## config.mk

```make
export PLATFORM = sky130hd
export DESIGN_NAME = cau_div_cell
export DESIGN_NICKNAME = d
export VERILOG_FILES = /design/src/rtl/core/cau_pkg.sv /design/src/rtl/core/cau_div_cell.sv
export SDC_FILE = /design/constraint.sdc
export NUM_CORES = 1
export LEC_CHECK = 0
export BUFFER_PORTS_ARGS = -buffer_cell sky130_fd_sc_hd__buf_2
export CAP_MARGIN = 20
export CELL_PAD_IN_SITES_DETAIL_PLACEMENT = 2
export CELL_PAD_IN_SITES_GLOBAL_PLACEMENT = 2
export CORE_UTILIZATION = 31
export CTS_CLUSTER_SIZE = 20
export DETAILED_ROUTE_END_ITERATION = 10
export GPL_TIMING_DRIVEN = 0
export MAX_ROUTING_LAYER = met4
export PLACE_DENSITY_LB_ADDON = 0.1
export SYNTH_ARGS = -nofsm -noshare
export SYNTH_HDL_FRONTEND = slang
export SYNTH_SLANG_ARGS = --single-unit
```

## constraint.sdc

```tcl
create_clock -name i_clk -period 3.82 [get_ports i_clk]
set_input_delay 0.382 -clock i_clk [delete_from_list [all_inputs] [get_ports i_clk]]
set_output_delay 0.382 -clock i_clk [all_outputs]
set_load 0.01 [all_outputs]
```

## src/rtl/core/cau_pkg.sv

```systemverilog
// cau_pkg: opcodes and fixed widths shared by the complex arithmetic unit
// no dependencies
package cau_pkg;
    localparam int OP_W = 3;
    typedef enum logic [OP_W-1:0] {
        OP_ADD  = 3'd0,
        OP_SUB  = 3'd1,
        OP_MUL  = 3'd2,
        OP_DIV  = 3'd3,
        OP_CONJ = 3'd4
    } t_op;
endpackage

```

## src/rtl/core/cau_div_cell.sv

```systemverilog
// cau_div_cell: one restoring divide step on two magnitudes sharing one divisor
// depends on cau_pkg
module cau_div_cell
    import cau_pkg::*;
#(
    parameter int NW = 34,
    parameter int QW = 17,
    parameter int MW = 64
) (
    input  logic          i_clk,
    input  logic          i_rst_n,
    input  logic          i_vld,
    input  logic [NW-1:0] i_den,
    input  logic [NW-1:0] i_rem_re,
    input  logic [NW-1:0] i_rem_im,
    input  logic [QW-1:0] i_q_re,
    input  logic [QW-1:0] i_q_im,
    input  logic          i_bit_re,
    input  logic          i_bit_im,
    input  logic [MW-1:0] i_meta,
    input  logic          i_en,
    output logic          o_vld,
    output logic [NW-1:0] o_den,
    output logic [NW-1:0] o_rem_re,
    output logic [NW-1:0] o_rem_im,
    output logic [QW-1:0] o_q_re,
    output logic [QW-1:0] o_q_im,
    output logic [MW-1:0] o_meta
);
    localparam logic [QW:0] CAP = (QW+1)'(1) << (QW-1);
    logic [NW:0] s_re, s_im;
    logic        b_re, b_im;
    logic [QW:0] qn_re, qn_im;

    always_comb begin
        s_re  = {i_rem_re, i_bit_re};
        s_im  = {i_rem_im, i_bit_im};
        b_re  = s_re >= {1'b0, i_den};
        b_im  = s_im >= {1'b0, i_den};
        if (b_re) s_re = s_re - {1'b0, i_den};
        if (b_im) s_im = s_im - {1'b0, i_den};
        qn_re = {i_q_re, b_re};
        qn_im = {i_q_im, b_im};
        if (qn_re > CAP) qn_re = CAP;
        if (qn_im > CAP) qn_im = CAP;
    end

    always_ff @(posedge i_clk) begin
        if (!i_rst_n) begin
            o_vld <= 1'b0;
        end else if (i_en) begin
            o_vld <= i_vld;
        end
        if (i_en) begin
            o_den    <= i_den;
            o_rem_re <= s_re[NW-1:0];
            o_rem_im <= s_im[NW-1:0];
            o_q_re   <= qn_re[QW-1:0];
            o_q_im   <= qn_im[QW-1:0];
            o_meta   <= i_meta;
        end
    end
endmodule

```

-- Yosys cells after proc, flatten, opt, wreduce, memory -nomap -nowiden
Cells that the tools add are included.
Widths: inputs -> output; s select.
- register bits after elaboration: 201
- output and inout bits: 201
- logic and storage cells: 15
- bits of input ports: 206
- $lt $le $gt $ge: 4
- multiplexer cells: 2
- add/sub/neg operators: 2
- operators by type and width (kind ; number):
    $ge 35x34->1 ; 2
    $mux 34 ; 2
    $sub 34x34->34 ; 2
    $gt 18x17->1 const B ; 2

-- Logic depth before layout (Yosys ltp)
- depth in word-level cells: 2
- gate-level depth with buffers: 13
- depth with buffers taken out: 11

-- Worst setup path before layout
No wires, ideal clock.
- path type: input to register
- from: input port i_den[12]
- to: register o_rem_im[10], data pin
- slack: 0.908 ns
- cell stages on the path: 12
- buffers on the path: 2
- required time: 3.560 ns
- library setup time: 0.260 ns
- arrival time: 2.652 ns
- path through: inv_1 ha_1 a21o_1 a21o_1 a2111oi_4 nand3_2 a31oi_4 a211oi_2 nand2b_4 buf_6 buf_6 mux2_4
- word-level cells in the longest chain between the ends: 2
- RTL lines (element ; RTL line ; text):
    start: declaration ; cau_div_cell.sv:13 ; input logic [NW-1:0] i_den,
    $ge 35x34->1 ; cau_div_cell.sv:39 ; b_im = s_im >= {1'b0, i_den};
    $mux 34 ; cau_div_cell.sv:41 ; if (b_im) s_im = s_im - {1'b0, i_den};
    named net s_im[10] ; cau_div_cell.sv:31 ; logic [NW:0] s_re, s_im;
    end signal: assignment ; cau_div_cell.sv:57 ; o_rem_im <= s_im[NW-1:0];
    end: declaration ; cau_div_cell.sv:25 ; output logic [NW-1:0] o_rem_im,
The timed path passes the listed nets, and every way through them passes these cells.
A chain may end at the register's enable or synchronous reset.

-- Final worst setup path
- from: input port i_den[12]
- to: register o_rem_re[0], data pin
- word-level cells in the longest chain between the ends: 2
- RTL lines (element ; RTL line ; text):
    $ge 35x34->1 ; cau_div_cell.sv:38 ; b_re = s_re >= {1'b0, i_den};
    $mux 34 ; cau_div_cell.sv:40 ; if (b_re) s_re = s_re - {1'b0, i_den};
    named net s_re[0] ; cau_div_cell.sv:31 ;
    end signal: assignment ; cau_div_cell.sv:56 ; o_rem_re <= s_re[NW-1:0];
    end: declaration ; cau_div_cell.sv:24 ; output logic [NW-1:0] o_rem_re,
The timed path passes the listed nets, and every way through them passes these cells.

==> results.cfg <==
[status]
outcome = complete, no violations

[timing]
worst_slack_ns = 0.483
hold_viol = 0
finalCritPeriodShare = 0.873
slew_viol_final = 0
fin_crit_ns = 3.34
slew_headroom = 0.483
skew_ns = 0
max_freq_ghz = 0.300
rsz0062_at_grt = false
max_slew.worst_pin.slew_ns = 0.767
setup_viol = 0

[critical_path]
required_ns = 4.09
end_kind = register
cp_data_arrival_time_ns = 3.61
worstPathMaxFanout = 10
r2r_start = o_vld
critPathKind = in2reg
cp-startpoint = i_den[12]
start_kind = input port

[synthesis]
synth_top_area_frac = 0.539
syn-num-nets = 1253
yosysTopAreaCell = edfxtp_1
syn_avg_cell_area_um2 = 11.4
synth_warnings = 0
ys_ff_latch = 201
yosysSeqAreaShare = 0.541
synth_ff_type = edfxtp_1
syn-cell-area_um2 = 11100
yosysMostFrequentCell = edfxtp_1
yosys-top-cells-area = edfxtp_1 54%, ha_1 7.6%, a21oi_1 3.5%, o21ai_0 2.8%, xnor2_1 2.8%
synth_common_cells = 200 x edfxtp_1, 78 x a21oi_1, 74 x nand2_1
ys_types = 65
synth_cells = 977
ys_async_sr_fraction = 0
synth_edf_count = 200

[global_route]
antenna_found_initial = 14
grt_max_degree = 83
overflow = 0
grt_pass1_wl_um = 65700
groute.usage.overall = 0.249
grt_pass1_vias = 10536

[cts]
cts_tree = built
root_buffer = clkbuf_16
cts_setup_buffers = 0
clock_sinks = 201
ctsHtreeMaxLevel = 1
clock_path_buffers = 3
ctsHoldBuffers = 35
cts_resized = 0
cts_buffers = 25
clkLatencyLatePin_ns = 0.53
clkTransAtPathRegs_ns = 0.06

[route]
firstDrtPassIters = 4
drc = 0
ant_nets = 0
routed-via-count = 9785
initialDrtViolationCount = 409
routed_wl_um = 45700
wl_per_cell_um = 23.6
viasPerCell = 5.04

[power_and_ir_drop]
power.density_nw_per_um2 = 455
seq_power_share = 0.406
comb_power_share = 0.233
internal_power_w = 0.00484
switchingPower_w = 0.00201
clkPwrFrac = 0.361
vdd_drop_max_mv = 0.301
swShare = 0.294
power_leakage_nw = 6.48

[worst_hold_path]
hp-start = i_meta[43]
min_path_type = in2reg

[job]
maxCapViolations = 0

[layout]
nNetsFinal = 1723
drive_gt1_frac = 0.342
fin_util = 0.424
fillers = 3783
areaGrowthSynthToFinish_pct = 35.0

[die]
die_width_um = 192
fp-row-count = 69
die_h_um = 192
ios = 407
die_area_um2 = 36700
start_util = 0.314
core_um2 = 35500

[placement]
place.gp.congestion = 0.879
place_ws_ns = -0.157
portBuffers = 406
place.detailed.hpwl_um = 36600
## power by group through the flow
stage	clock network, W	registers [W]	logic [W]
floorplan	0	0.00294	0.000734
global placement	0	0.00282	0.00153
detailed placement	0	0.00283	0.00157
CTS	0.00254	0.00278	0.00161
global route	0.00261	0.00280	0.00174
finish	0.00247	0.00278	0.00159
## critical path, cell delays in order
cell and delay, ns:
buf_2 0.11, inv_1 0.12, ha_1 0.24, clkbuf_1 0.21
a21o_1 0.28, a31oi_1 0.21, o221ai_1 0.28, nor4_1 0.33
a21oi_2 0.17, a21oi_1 0.41, buf_2 0.35, buf_2 0.37
o21ai_1 0.13
## sequential cells by signal (all words and copies together) (netlist names)
signal and flops:
o_den 34, o_rem_im 34, o_q_re 17, o_q_im 17, o_meta 64, o_vld 1, o_rem_re 34
## metrics by stage
stage	area [µm²]	power, W	hold slack, ns	TNS, ns	cells
2_1_floorplan	11100	0.00368	0.481	0	977
3_3_place_gp	13800	0.00435	0.495	-99.04	1844
3_5_place_dp	13800	0.00440	0.523	-1.27	1846
4_1_cts	15000	0.00694	0.000639	0	1926
5_1_grt	15100	0.00715	0.00463	0	1940
6_report	15100	0.00685	0.0265	0	1940
## area by class of cell
type                    instances  area (µm²)  area share
inverters                      68         255      0.0170
well taps                     461         577      0.0383
plain buffers                  34         165      0.0110
repair buffers                443        2450       0.163
diodes                         14        35.0     0.00233
clock inverters                20         221      0.0147
clock buffers                  25         626      0.0416
flip-flops and latches        201        6030       0.400
multi-input cells             674        4700       0.312
## path summary, 6_finish.rpt
| path | cells after the start | to | slack (ns) |
|---|---|---|---|
| setup / recovery | 13 | o_rem_re[0] | 0.48 |
| hold / removal | 1 | o_meta[43] | 0.03 |
| setup reg to reg | 2 | o_vld | 3.22 |
| hold reg to reg | 2 | o_vld | 0.53 |
## cells by family after synthesis
family,after synthesis,share of synthesized area
xor+xnor,50,0.0393
fa+ha+maj,70,0.0799
flops,201,0.541
buf+inv,102,0.0377
simple gates,276,0.125
compound gates,249,0.143
mux,29,0.0350
## cells in the final DEF (no fill, tap or decap), types with 7 or more instances in the layout
cell,synthesis,layout
nand4_1,17,17
o31ai_1,9,9
mux2_4,19,19
nor3_1,26,26
diode_2,0,14
a21o_1,13,13
xnor2_1,35,35
xor2_1,15,15
and3_1,11,11
o211ai_1,7,7
o21a_1,9,9
clkbuf_1,19,19
ha_1,68,68
nor4_1,12,12
o21bai_1,12,12
nand2_1,74,74
nand3_1,17,17
nand2b_1,10,10
a31oi_1,10,10
dlygate4sd3_1,0,35
a21oi_1,78,78
o21ai_0,62,62
nor2b_1,10,10
edfxtp_1,200,200
inv_1,68,68
and2_1,33,33
clkbuf_16,0,25
a211oi_1,7,7
buf_2,10,415
nor2_1,50,50
## routing by layer
layer | up-vias | part of all wire | GRT usage
li1 | 4587 | - | -
met1 | 4840 | 0.39 | 0.274
met2 | 289 | 0.51 | 0.440
met3 | 69 | 0.056 | 0.0499
met4 | 0 | 0.038 | 0.0962
met5 | - | 0 | -
Note: power is estimated with default switching activity, not from simulation.
